$ cat src/hw/rtl/cdad_pkg.sv
package cdad_pkg;

    localparam int YearBitsDefault = 16;
    localparam int InYearW = 16;
    localparam int OffW = 32;
    localparam int DiffW = 26;
    localparam int CntW = 34;
    localparam int EpochShift = 719468;

    typedef enum logic [1:0] {
        ST_OK = 2'd0,
        ST_BAD_MONTH = 2'd1,
        ST_BAD_DAY = 2'd2,
        ST_RANGE = 2'd3
    } t_status;

    function automatic logic [4:0] month_len(input logic [3:0] m, input logic leap);
        logic [4:0] r;
        begin
            case (m)
                4'd2: r = leap ? 5'd29 : 5'd28;
                4'd4, 4'd6, 4'd9, 4'd11: r = 5'd30;
                default: r = 5'd31;
            endcase
            return r;
        end
    endfunction

    function automatic logic [8:0] month_start(input logic [3:0] m);
        logic [8:0] r;
        begin
            case (m)
                4'd3: r = 9'd0;
                4'd4: r = 9'd31;
                4'd5: r = 9'd61;
                4'd6: r = 9'd92;
                4'd7: r = 9'd122;
                4'd8: r = 9'd153;
                4'd9: r = 9'd184;
                4'd10: r = 9'd214;
                4'd11: r = 9'd245;
                4'd12: r = 9'd275;
                4'd1: r = 9'd306;
                default: r = 9'd337;
            endcase
            return r;
        end
    endfunction

    function automatic logic is_leap(input logic signed [InYearW-1:0] y);
        logic signed [InYearW:0] ye;
        logic d100;
        logic d400;
        begin
            ye = InYearW'(y) ;
            ye = {y[InYearW-1], y};
            d100 = ((ye % 17'sd100) == 17'sd0);
            d400 = ((ye % 17'sd400) == 17'sd0);
            return d400 || ((y[1:0] == 2'b00) && !d100);
        end
    endfunction

endpackage

$ cat src/hw/rtl/cdad_from_count.sv
module cdad_from_count (
    input  logic i_clk,
    input  logic signed [cdad_pkg::CntW-1:0] i_count,
    output logic [4:0] o_day,
    output logic [3:0] o_month,
    output logic signed [cdad_pkg::CntW-1:0] o_year
);
    import cdad_pkg::*;

    logic signed [CntW-1:0] z;
    logic signed [CntW-1:0] n_cyc;
    logic signed [CntW-1:0] r_cyc;
    logic [17:0] r_dic;
    logic [8:0] yic;
    logic [8:0] r_yic;
    logic [8:0] r_diy;
    logic [17:0] ystart;
    logic signed [CntW-1:0] r_cyc2;
    logic [3:0] mp;
    logic [8:0] base;
    logic [3:0] mo;

    always_comb begin
        z = i_count + 34'sd719468;
        n_cyc = (z >= 0) ? z / 34'sd146097 : (z - 34'sd146096) / 34'sd146097;
    end

    always_ff @(posedge i_clk) begin
        r_cyc <= n_cyc;
        r_dic <= 18'(z - n_cyc * 34'sd146097);
    end

    always_comb begin
        yic = 9'((r_dic - r_dic / 18'd1460 + r_dic / 18'd36524 - r_dic / 18'd146096) / 18'd365);
        ystart = 18'(yic) * 18'd365 + 18'(yic >> 2) - 18'(yic / 9'd100);
    end

    always_ff @(posedge i_clk) begin
        r_cyc2 <= r_cyc;
        r_yic <= yic;
        r_diy <= 9'(r_dic - ystart);
    end

    always_comb begin
        mp = 4'((14'(r_diy) * 14'd5 + 14'd2) / 14'd153);
        mo = (mp < 4'd10) ? mp + 4'd3 : mp - 4'd9;
        base = month_start(mo);
    end

    always_ff @(posedge i_clk) begin
        o_day <= 5'(r_diy - base + 9'd1);
        o_month <= mo;
        o_year <= CntW'({1'b0, r_yic}) + r_cyc2 * 34'sd400 + ((mo <= 4'd2) ? 34'sd1 : 34'sd0);
    end
endmodule

$ cat config.mk
export PLATFORM = sky130hd
export DESIGN_NAME = cdad_from_count
export DESIGN_NICKNAME = d
export VERILOG_FILES = /design/src/hw/rtl/cdad_pkg.sv /design/src/hw/rtl/cdad_from_count.sv
export SDC_FILE = /design/constraint.sdc
export NUM_CORES = 1
export LEC_CHECK = 0
export BUFFER_PORTS_ARGS = -buffer_cell sky130_fd_sc_hd__buf_4
export CORE_MARGIN = 8
export CORE_UTILIZATION = 50
export DETAILED_ROUTE_END_ITERATION = 8
export PLACE_DENSITY_LB_ADDON = 0.15
export SETUP_SLACK_MARGIN = 0.15
export SYNTH_ARGS = -nofsm -noshare
export SYNTH_HDL_FRONTEND = slang
export SYNTH_SLANG_ARGS = --single-unit
$ cat constraint.sdc
create_clock -name i_clk -period 40.2 [get_ports i_clk]
set_input_delay 6.03 -clock i_clk [delete_from_list [all_inputs] [get_ports i_clk]]
set_output_delay 6.03 -clock i_clk [all_outputs]
set_load 0.01 [all_outputs]
Yosys cells after proc, flatten, opt, wreduce, memory -nomap -nowiden --
Memories as Yosys holds them, arrays and structs flattened. Index checks and enable logic that the tools add are counted.
Operators by class: mux-type cells 3, order comparisons 3, add/subtract/negate cells 16, bitwise operators 0, equality and inequality tests 0, reductions and logical operators 0, divide/modulo/power cells 8, shift operators 0, multipliers 4
Operators with widths (count):
- 34-bit by 19-bit divider with 34-bit output, second input constant | 2
- 18-bit subtractor | 3
- 34-bit by 1-bit adder with 34-bit output | 1
- 34-bit by 21-bit adder with 34-bit output, second input constant | 1
- 9-bit by 34-bit adder with 34-bit output | 1
- 34-bit by 1-bit greater-or-equal comparator with 1-bit output, second input constant | 1
- 34-bit by 19-bit multiplier with 18-bit output, second input constant | 1
- 34-bit by 5-bit multiplier with 30-bit output, second input constant | 1
- 34-bit 2-to-1 mux | 1
- 34-bit by 19-bit subtractor with 34-bit output, second input constant | 1
- 18-bit adder | 1
- 18-bit by 11-bit divider with 18-bit output, second input constant | 1
- 18-bit by 16-bit divider with 18-bit output, second input constant | 1
- 18-bit by 18-bit divider with 18-bit output, second input constant | 1
- 18-bit by 9-bit divider with 18-bit output, second input constant | 1
- 9-bit by 7-bit divider with 18-bit output, second input constant | 1
- 9-bit subtractor | 2
- 14-bit by 8-bit divider with 14-bit output, second input constant | 1
- 12-bit by 2-bit adder with 13-bit output, second input constant | 1
- 9-bit by 3-bit multiplier with 12-bit output, second input constant | 1
- 9-bit by 7-bit adder with 9-bit output | 1
- 9-bit by 9-bit multiplier with 9-bit output, second input constant | 1
- 5-bit by 1-bit adder with 5-bit output, second input constant | 1
- 5-bit subtractor | 1
- other kinds (6) | 6
Word-level totals: RAM bits 0, bits in latches 0, register bits after elaboration 147, logic and storage cells 43, bits in read-only memories 144, input port bits 35, output and inout port bits 43, memories kept 1
Memory list:
- (name not given) | depth 16, width 9, read ports 1, clocked after Yosys merged registers in 0, wr ports 0, RTL line cdad_pkg.sv:32 | case (m)

Longest topological paths before layout --
Gate-level depths: netlist of run 1.
depth after elaboration 9, depth in mapped cells 194, gate-level depth less buffers 190

Worst setup path before layout of run 1 --
No wires, ideal clock.
kind register to register, start register r_dic[10], end register r_diy[8], data required time 40062 ps, data arrival time 35556 ps, stages on the path, launching flop included 185, path buffers 8, slack 4505 ps, library setup time 138 ps, period minus slack after synthesis 35695 ps, cells stage by stage dfxtp_1 clkbuf_1 inv_1 ha_1 nor2_1 nor2b_1 a21o_1 nand2_1 nand2_1 a21oi_1 xnor2_1 nor2_1 nor3_1 nor2_1 or3_1 and2_1 o21ai_1 nand3_1 [... 149 more ...] ha_1 xnor2_1 xnor2_1 fa_1 inv_1 ha_1 inv_1 fa_1 inv_1 a21oi_1 o21ai_0 a21oi_1 o21bai_1 a21o_1 a21oi_1 xnor2_1 xnor2_1 xnor2_1
On the way: longest elaborated chain between the ends 9, elaborated cells between the ends (all ways) 12, those cells by class add/sub (6); mul (1); div (5)
RTL lines:
- start: declaration | RTL line cdad_from_count.sv:13 | logic [17:0] r_dic;
- start signal: assignment | RTL line cdad_from_count.sv:30 | r_dic <= 18'(z - n_cyc * 34'sd146097);
- 18-bit by 11-bit divider with 18-bit output | RTL line cdad_from_count.sv:34 | yic = 9'((r_dic - r_dic / 18'd1460 + r_dic / 18'd36524 - r_dic / 18'd146096) / 18'd365);
- 18-bit subtractor | RTL line cdad_from_count.sv:34
- 18-bit adder | RTL line cdad_from_count.sv:34
- 18-bit subtractor (*) | RTL line cdad_from_count.sv:34
- 18-bit by 9-bit divider with 18-bit output (*) | RTL line cdad_from_count.sv:34
- named net yic[6] | RTL line cdad_from_count.sv:14 | logic [8:0] yic;
- parallel branches: the longest is 2 deep, another holds 9-bit by 7-bit divider with 18-bit output
- 9-bit subtractor (*) | RTL line cdad_from_count.sv:35 | ystart = 18'(yic) * 18'd365 + 18'(yic >> 2) - 18'(yic / 9'd100);
- 9-bit subtractor (*) | RTL line cdad_from_count.sv:41 | r_diy <= 9'(r_dic - ystart);
- end signal: assignment | RTL line cdad_from_count.sv:41
- end: declaration | RTL line cdad_from_count.sv:16 | logic [8:0] r_diy;
Mark *: on every way through the listed nets, which the timed path passes.

Final worst setup path of run 1 --
start input i_count[2] (netlist name), end register r_dic[17]
On the way: longest elaborated chain between the ends 6, elaborated cells between the ends (all ways) 8, those cells by class add/sub (3); mul (1); div (2); order compare (1); mux (1)
RTL lines:
- start: declaration | RTL line cdad_from_count.sv:3 | input logic signed [cdad_pkg::CntW-1:0] i_count,
- 34-bit by 21-bit adder with 34-bit output (*) | RTL line cdad_from_count.sv:24 | z = i_count + 34'sd719468;
- 34-bit by 19-bit subtractor with 34-bit output | RTL line cdad_from_count.sv:25 | n_cyc = (z >= 0) ? z / 34'sd146097 : (z - 34'sd146096) / 34'sd146097;
- 34-bit by 19-bit divider with 34-bit output | RTL line cdad_from_count.sv:25
- 34-bit 2-to-1 mux | RTL line cdad_from_count.sv:25
- 34-bit by 19-bit multiplier with 18-bit output | RTL line cdad_from_count.sv:30
- 18-bit subtractor (*) | RTL line cdad_from_count.sv:30
Every way passes the cells marked *; elsewhere a longest branch is shown, timed or not.

==> impl_results.html, run 1 <==
<table>
<tr><th>Metric</th><th>Value</th></tr>
<tr><th colspan="2">Run status</th></tr>
<tr><td>Result of the run</td><td>finished clean</td></tr>
<tr><th colspan="2">Global route</th></tr>
<tr><td>Maximum number of pins on one net before global-route repair</td><td>32</td></tr>
<tr><td>Aggregate global-route resource usage</td><td>0.251</td></tr>
<tr><td>Grt total ovfl</td><td>0</td></tr>
<tr><td>Busiest grt layer</td><td>met2</td></tr>
<tr><td>Global-route track usage on met2</td><td>0.441</td></tr>
<tr><td>Met1 routing resource usage after global routing</td><td>0.322</td></tr>
<tr><td>Number of global-route vias before repair</td><td>between 30000 and 40000</td></tr>
<tr><td>Global-route wire length before repair</td><td>around 160000 um</td></tr>
<tr><td>Met3 Usage GRT</td><td>0.0183</td></tr>
<tr><td>Antenna violations before repair</td><td>0</td></tr>
<tr><th colspan="2">Yosys</th></tr>
<tr><td>Fraction of synthesized cell area taken by the top area cell type</td><td>0.115</td></tr>
<tr><td>Number of warning messages in the yosys log</td><td>0</td></tr>
<tr><td>Cell taking the most area after synthesis</td><td>sky130_fd_sc_hd__ha_1</td></tr>
<tr><td>Most common cell in the synthesized netlist</td><td>sky130_fd_sc_hd__inv_1</td></tr>
<tr><td>Synthesis-stage register bit count</td><td>about 140</td></tr>
<tr><td>Post-synthesis net count</td><td>between 5000 and 6000</td></tr>
<tr><td>Count of flip-flops with a built-in enable after synthesis</td><td>0</td></tr>
<tr><td>Leading post-synthesis cells by cell area</td><td>sky130_fd_sc_hd__ha_1 11%, sky130_fd_sc_hd__xnor2_1 10%, sky130_fd_sc_hd__dfxtp_1 8.2%</td></tr>
<tr><td>Sequential cell area fraction in the yosys report</td><td>0.0824</td></tr>
<tr><td>Dominant synthesized flop cell</td><td>sky130_fd_sc_hd__dfxtp_1</td></tr>
<tr><td>Proportion of synthesized flip-flops having asynchronous set or reset</td><td>0</td></tr>
<tr><td>Distinct cells, synth</td><td>150</td></tr>
<tr><td>Mapped cell area</td><td>33800 um^2</td></tr>
<tr><td>Cell count after synthesis</td><td>4575</td></tr>
<tr><td>Ranking of synthesized cells by instance count</td><td>417 x sky130_fd_sc_hd__inv_1, 389 x sky130_fd_sc_hd__xnor2_1, 386 x sky130_fd_sc_hd__nand2_1</td></tr>
<tr><td>Synthesized area per cell</td><td>about 7.4 um^2</td></tr>
<tr><th colspan="2">Timing</th></tr>
<tr><td>Slew at the pin with the worst max-slew slack</td><td>approximately 1.2 ns</td></tr>
<tr><td>Setup repair after global routing missed its margin</td><td>no</td></tr>
<tr><td>Minimum period implied by the final worst setup slack</td><td>around 38 ns</td></tr>
<tr><td>Timing-limited maximum frequency</td><td>roughly 26 MHz</td></tr>
<tr><td>Accumulated negative setup slack</td><td>0 ns</td></tr>
<tr><td>Setup-violating endpoint count in the final report</td><td>0</td></tr>
<tr><td>Max-slew headroom</td><td>0.186</td></tr>
<tr><td>Final Max Tran Viols</td><td>0</td></tr>
<tr><td>Hold Vio Cnt, Final</td><td>0</td></tr>
<tr><td>Period utilisation layout</td><td>0.947</td></tr>
<tr><td>Fin Hold WS</td><td>0.319 ns</td></tr>
<tr><td>Setup Skew</td><td>approximately 0.015 ns</td></tr>
<tr><th colspan="2">Clock network</th></tr>
<tr><td>Clock network latency to the later pin of the worst-skew pair</td><td>between 0.4 and 0.5 ns</td></tr>
<tr><td>Number of clock sinks seen by CTS</td><td>139</td></tr>
<tr><td>Hold_buf cts</td><td>0</td></tr>
<tr><td>H-tree Lvls</td><td>4</td></tr>
<tr><td>Reg clk slew, reported paths</td><td>0.07 ns</td></tr>
<tr><td>Root Driver</td><td>sky130_fd_sc_hd__clkbuf_16</td></tr>
<tr><td>Clock tree from TritonCTS</td><td>done</td></tr>
<tr><td>Number of buffers on the longest clock path</td><td>2</td></tr>
<tr><td>Number of CTS-inserted buffers</td><td>17</td></tr>
<tr><th colspan="2">Setup path</th></tr>
<tr><td>Critical path endpoint category</td><td>flip-flop</td></tr>
<tr><td>Crit path launch</td><td>i_count[2]</td></tr>
<tr><td>CP max stage cell</td><td>sky130_fd_sc_hd__or4_4</td></tr>
<tr><td>WP data arrival</td><td>between 30 and 40 ns</td></tr>
<tr><td>Worst path most repeated cell</td><td>sky130_fd_sc_hd__xnor2_1</td></tr>
<tr><td>Maximum fanout along the worst path</td><td>31</td></tr>
<tr><td>Critical path class</td><td>input port to flip-flop</td></tr>
<tr><td>Category of the worst setup path launch point</td><td>input port</td></tr>
<tr><td>Required time at the worst-slack endpoint</td><td>40.52 ns</td></tr>
<tr><td>Launching point of the worst reg2reg path</td><td>r_dic[3]</td></tr>
<tr><td>Cell count of the worst reg-to-reg path</td><td>between 150 and 200</td></tr>
<tr><td>Delay of the slowest critical-path stage</td><td>0.59 ns</td></tr>
<tr><th colspan="2">Hold path</th></tr>
<tr><td>Worst Hold Depth</td><td>0</td></tr>
<tr><td>Hold path start</td><td>r_cyc[24]</td></tr>
<tr><td>Class of the tightest hold or removal check</td><td>flip-flop to flip-flop</td></tr>
<tr><th colspan="2">Flow run</th></tr>
<tr><td>Max Cap Violations</td><td>0</td></tr>
<tr><th colspan="2">Floorplanning</th></tr>
<tr><td>Top-Level Pins</td><td>a little under 80</td></tr>
<tr><td>FP Rows</td><td>95</td></tr>
<tr><td>Effective utilization at floorplan</td><td>0.504</td></tr>
<tr><td>Width of the die</td><td>roughly 280 um</td></tr>
<tr><td>Full die area</td><td>76100 um^2</td></tr>
<tr><td>Die boundary height</td><td>~280 um</td></tr>
<tr><td>Core ar.</td><td>between 60000 and 70000 um^2</td></tr>
<tr><th colspan="2">Finish</th></tr>
<tr><td>Nets@finish</td><td>5140</td></tr>
<tr><td>Inserted Diodes</td><td>0</td></tr>
<tr><td>Synthesis-to-layout area growth</td><td>9.51%</td></tr>
<tr><td>Filler-free cell count of the finished design</td><td>~5600</td></tr>
<tr><td>Share of layout cells above drive strength 1</td><td>0.107</td></tr>
<tr><td>Total of fill cells in the finished design</td><td>6597</td></tr>
<tr><th colspan="2">Drt</th></tr>
<tr><td>Antenna violation net count after detailed routing</td><td>0</td></tr>
<tr><td>Initial drt markers</td><td>roughly 2300</td></tr>
<tr><td>Vias/cell</td><td>a little under 6</td></tr>
<tr><td>Drt first pass iters</td><td>6</td></tr>
<tr><td>Total Wirelength</td><td>roughly 98000 um</td></tr>
<tr><td>Post-detailed-route wirelength per cell</td><td>approximately 18 um</td></tr>
<tr><td>Remaining design rule violation count</td><td>0</td></tr>
<tr><td>Via total after detailed routing</td><td>~33000</td></tr>
<tr><th colspan="2">Place</th></tr>
<tr><td>Final weighted congestion of routability-driven global placement</td><td>roughly 1.0</td></tr>
<tr><td>Port buffer count</td><td>77</td></tr>
<tr><td>Half-perimeter wire length of the detailed placement result</td><td>roughly 80000 um</td></tr>
<tr><td>Placed insts</td><td>between 5000 and 6000</td></tr>
</table>
placed cells by master (no fill, tap or decap), drive strengths merged, types with 46 or more instances in the layout:
master,Yosys,routed
nand4,59,59
xnor2,395,395
inv,422,430
mux2i,62,62
buf,54,236
nor2,342,342
and2,67,67
a21oi,291,291
nand3,157,157
fa,100,100
or2,46,46
xor2,197,197
dfxtp,139,139
a21o,93,93
a31oi,69,69
nand2,387,387
nor3,134,134
o21bai,58,58
nand2b,48,48
nor2b,47,47
o211ai,48,48
o21ai,242,242
and3,50,50
ha,310,310
stage by stage:
stage	area, um^2	util	worst slack [ns]
floorplan	33800	-	4.51
global placement	36000	0.537	1.56
detailed placement	36000	0.537	0.736
CTS	36600	0.546	1.20
global route	37000	0.552	0.00109
finish	37000	0.552	2.14
critical path, delay by kind of cell:
family | cells | cell delay, ns
adders and majority gates | 10 | 4.20
xor gates and xnor gates | 19 | 3.63
AOI/OAI and AO/OA | 50 | 13.91
buffers and inverters | 11 | 2.15
and+or+nand+nor | 19 | 6.81
muxes | 5 | 1.51
routing by layer:
metal	wire length [um]	vias up
met3	3930	195
met5	0	-
met2	46500	875
li1	-	16600
met4	3470	0
met1	44300	15600
flip-flops by register name, indices dropped and copies added, names as in the netlist:
name and cells:
r_yic 9, o_day 5, r_cyc 30, r_dic 18, r_cyc2 30, r_diy 9
o_month 4, o_year 34
path summary, 6_finish.rpt:
check,slack [ns],endpoint
max,2.14,r_dic[17]
min,0.32,r_cyc2[24]
max reg2reg,3.62,r_diy[8]
min reg2reg,0.32,r_cyc2[24]
cell families after synthesis:
family | after synthesis | share of synthesized area
AO/OA/AOI/OAI | 1268 | 0.265
adder cells (fa/ha/maj) | 417 | 0.176
multiplexers | 86 | 0.0272
XOR/XNOR | 593 | 0.157
flip-flops | 139 | 0.0824
buffers and inverters | 561 | 0.0650
AND/OR/NAND/NOR | 1511 | 0.227
area by class of cell:
type	count	area, um^2	area share
clock buffers	18	439	0.0119
clock inverters	14	148	0.00399
inverters	426	1600	0.0433
multi-input cells	3875	29200	0.788
flip-flops and latches	139	2790	0.0753
well taps	873	1090	0.0295
repair buffers	236	1770	0.0479
repair_timing:
item / CTS / global route
endpoints found under the setup margin: 0 / 16
resized for setup: 0 / 64
setup buffers: 0 / 10
Power of run 1 is left out: the tool's default activity adds up to more than one toggle a clock period on the data nets, which glitch-free logic cannot reach.
==> run 2, diff against run 1 <==
CORE_UTILIZATION = 57   (was 50)
==> impl_results.html, run 2 (synthesis gave the netlist of run 1 again) <==
<table>
<tr><th>Metric</th><th>Value</th></tr>
<tr><th colspan="2">Run status</th></tr>
<tr><td>Result of the run</td><td>finished clean (unchanged)</td></tr>
<tr><th colspan="2">Timing</th></tr>
<tr><td>Slew at the pin with the worst max-slew slack</td><td>1.18 ns (was 1.20 ns)</td></tr>
<tr><td>Max-slew headroom</td><td>0.208 (was 0.186)</td></tr>
<tr><td>Setup repair after global routing missed its margin</td><td>no (unchanged)</td></tr>
<tr><td>Period utilisation layout</td><td>0.947 (about the same)</td></tr>
<tr><td>Hold Vio Cnt, Final</td><td>0 (unchanged)</td></tr>
<tr><td>Timing-limited maximum frequency</td><td>26.3 MHz (about the same)</td></tr>
<tr><td>Setup Skew</td><td>0.0124 ns (was 0.0148 ns)</td></tr>
<tr><td>Minimum period implied by the final worst setup slack</td><td>38.06 ns (about the same)</td></tr>
<tr><td>Setup-violating endpoint count in the final report</td><td>0 (unchanged)</td></tr>
<tr><td>Fin Hold WS</td><td>0.324 ns (was 0.319 ns)</td></tr>
<tr><td>Accumulated negative setup slack</td><td>0 ns (unchanged)</td></tr>
<tr><td>Final Max Tran Viols</td><td>0 (unchanged)</td></tr>
<tr><th colspan="2">Flow run</th></tr>
<tr><td>Max Cap Violations</td><td>0 (unchanged)</td></tr>
<tr><th colspan="2">Clock network</th></tr>
<tr><td>Clock tree from TritonCTS</td><td>done (unchanged)</td></tr>
<tr><td>Reg clk slew, reported paths</td><td>0.07 ns (about the same)</td></tr>
<tr><td>Root Driver</td><td>sky130_fd_sc_hd__clkbuf_16 (unchanged)</td></tr>
<tr><td>Number of buffers on the longest clock path</td><td>2 (unchanged)</td></tr>
<tr><td>Number of clock sinks seen by CTS</td><td>139 (unchanged)</td></tr>
<tr><td>Number of CTS-inserted buffers</td><td>17 (unchanged)</td></tr>
<tr><td>Clock network latency to the later pin of the worst-skew pair</td><td>0.42 ns (was 0.43 ns)</td></tr>
<tr><td>H-tree Lvls</td><td>4 (unchanged)</td></tr>
<tr><th colspan="2">Finish</th></tr>
<tr><td>Share of layout cells above drive strength 1</td><td>0.106 (was 0.107)</td></tr>
<tr><td>Area occupied by multi-input gates</td><td>29300 um^2 (was 29200 um^2)</td></tr>
<tr><td>Synthesis-to-layout area growth</td><td>8.93% (was 9.51%)</td></tr>
<tr><td>Max reg flops</td><td>34 (unchanged)</td></tr>
<tr><td>Reg area</td><td>2790 um^2 (unchanged)</td></tr>
<tr><td>Largest registers in the final layout</td><td>o_year (34), r_cyc2 (30), r_cyc (30) (unchanged)</td></tr>
<tr><td>Commonest non-fill, non-tap cell in the layout</td><td>sky130_fd_sc_hd__inv_1 (unchanged)</td></tr>
<tr><td>Utilization after layout</td><td>0.626 (was 0.552)</td></tr>
<tr><td>Inserted Diodes</td><td>0 (unchanged)</td></tr>
<tr><td>Final non-filler cell area</td><td>36800 um^2 (was 37000 um^2)</td></tr>
<tr><td>Register with the most flip-flops</td><td>o_year (unchanged)</td></tr>
<tr><td>Commonest cells after routing, fill and taps aside</td><td>416 x sky130_fd_sc_hd__inv_1, 385 x sky130_fd_sc_hd__nand2_1, 374 x sky130_fd_sc_hd__xnor2_1 (was 416 x sky130_fd_sc_hd__inv_1, 383 x sky130_fd_sc_hd__nand2_1, 379 x sky130_fd_sc_hd__xnor2_1)</td></tr>
<tr><td>Nets@finish</td><td>5115 (was 5140)</td></tr>
<tr><td>Total of fill cells in the finished design</td><td>5471 (was 6597)</td></tr>
<tr><th colspan="2">Floorplanning</th></tr>
<tr><td>Die boundary height</td><td>259 um (was 276 um)</td></tr>
<tr><td>Core ar.</td><td>58800 um^2 (was 67000 um^2)</td></tr>
<tr><td>Effective utilization at floorplan</td><td>0.575 (was 0.504)</td></tr>
<tr><td>FP Rows</td><td>89 (was 95)</td></tr>
<tr><td>Full die area</td><td>67300 um^2 (was 76100 um^2)</td></tr>
<tr><td>Width of the die</td><td>259 um (was 276 um)</td></tr>
<tr><td>Top-Level Pins</td><td>78 (unchanged)</td></tr>
<tr><th colspan="2">Global route</th></tr>
<tr><td>Maximum number of pins on one net before global-route repair</td><td>32 (unchanged)</td></tr>
<tr><td>Aggregate global-route resource usage</td><td>0.284 (was 0.251)</td></tr>
<tr><td>Grt total ovfl</td><td>0 (unchanged)</td></tr>
<tr><td>Antenna violations before repair</td><td>2 (was 0)</td></tr>
<tr><td>Number of global-route vias before repair</td><td>32100 (was 31600)</td></tr>
<tr><td>Global-route wire length before repair</td><td>162000 um (was 160000 um)</td></tr>
<tr><th colspan="2">Place</th></tr>
<tr><td>Half-perimeter wire length of the detailed placement result</td><td>82100 um (was 81800 um)</td></tr>
<tr><td>Port buffer count</td><td>77 (unchanged)</td></tr>
<tr><td>Total cell area at the placement stage</td><td>35700 um^2 (was 36000 um^2)</td></tr>
<tr><td>Final weighted congestion of routability-driven global placement</td><td>1.01 (was 1.02)</td></tr>
<tr><th colspan="2">Setup path</th></tr>
<tr><td>Number of buffers and inverters on the critical path</td><td>11 (unchanged)</td></tr>
<tr><td>CP max stage cell</td><td>sky130_fd_sc_hd__or4_1 (was sky130_fd_sc_hd__or4_4)</td></tr>
<tr><td>Delay of the slowest critical-path stage</td><td>0.64 ns (was 0.59 ns)</td></tr>
<tr><td>Kind of cell adding the most delay to the critical path</td><td>compound AO/OA/AOI/OAI gates (unchanged)</td></tr>
<tr><td>WP data arrival</td><td>38.37 ns (was 38.38 ns)</td></tr>
<tr><td>Critical path class</td><td>input port to flip-flop (unchanged)</td></tr>
<tr><td>Maximum fanout along the worst path</td><td>31 (unchanged)</td></tr>
<tr><td>Category of the worst setup path launch point</td><td>input port (unchanged)</td></tr>
<tr><td>Worst path most repeated cell</td><td>sky130_fd_sc_hd__xnor2_1 (unchanged)</td></tr>
<tr><td>Required time at the worst-slack endpoint</td><td>40.51 ns (was 40.52 ns)</td></tr>
<tr><td>Critical path endpoint category</td><td>flip-flop (unchanged)</td></tr>
<tr><th colspan="2">Drt</th></tr>
<tr><td>Total Wirelength</td><td>100000 um (was 98200 um)</td></tr>
<tr><td>Drt first pass iters</td><td>7 (was 6)</td></tr>
<tr><td>Via total after detailed routing</td><td>33900 (was 33300)</td></tr>
<tr><td>Antenna violation net count after detailed routing</td><td>0 (unchanged)</td></tr>
<tr><td>Remaining design rule violation count</td><td>0 (unchanged)</td></tr>
<tr><td>Vias/cell</td><td>6.21 (was 5.96)</td></tr>
<tr><td>Post-detailed-route wirelength per cell</td><td>18.4 um (was 17.6 um)</td></tr>
<tr><td>Initial drt markers</td><td>2806 (was 2323)</td></tr>
<tr><th colspan="2">Hold path</th></tr>
<tr><td>Class of the tightest hold or removal check</td><td>flip-flop to flip-flop (unchanged)</td></tr>
</table>
run 2: final cells by class:
cell class,count,area share
inverter,426,0.0436
multi-input combinational,3875,0.795
timing repair buffer,211,0.0434
clock inverter,14,0.00425
tap,773,0.0263
clock buffer,18,0.0117
sequential,139,0.0757
run 2: repair_timing:
action                                  in CTS  in global routing
gates resized for setup                      0                 86
hold buffers                                 0                  0
endpoints found under the setup margin       0                 16
setup buffers                                0                 14
run 2: through the flow:
stage / cells / setup slack (ns)
after detailed placement: 5410 / 0.432
after global placement: 5410 / 0.818
after global routing: 5456 / 0.0348
after CTS: 5442 / 0.251
after floorplan: 4575 / 4.51
final: 5456 / 2.14
run 2: worst paths after layout:
check | from | end | slack (ns) | depth (start not counted)
max | i_count[20] | r_dic[17] | 2.14 | 113
min | r_cyc[1] | r_cyc2[1] | 0.32 | 0
max reg2reg | r_dic[10] | r_diy[8] | 3.67 | 189
min reg2reg | r_cyc[1] | r_cyc2[1] | 0.32 | 0
run 2: metal layers:
| layer | global-route usage | up-vias | share of wire |
|---|---|---|---|
| li1 | - | 16600 | - |
| met1 | 0.347 | 15900 | 0.43 |
| met2 | 0.506 | 1131 | 0.48 |
| met3 | 0.0321 | 236 | 0.053 |
| met4 | 0.105 | 4 | 0.038 |
| met5 | 0 | - | 0.00025 |
run 2: worst register-to-register path: cells and delay by family (launching register included):
kind,cells,cell delay (ns)
AOI/OAI and AO/OA,80,15.39
xor gates and xnor gates,14,2.83
adders and majority gates,10,3.47
buffers and inverters,23,3.41
DFF,1,0.47
muxes,6,1.39
and+or+nand+nor,56,9.57
Power of run 2 is left out for the same reason.
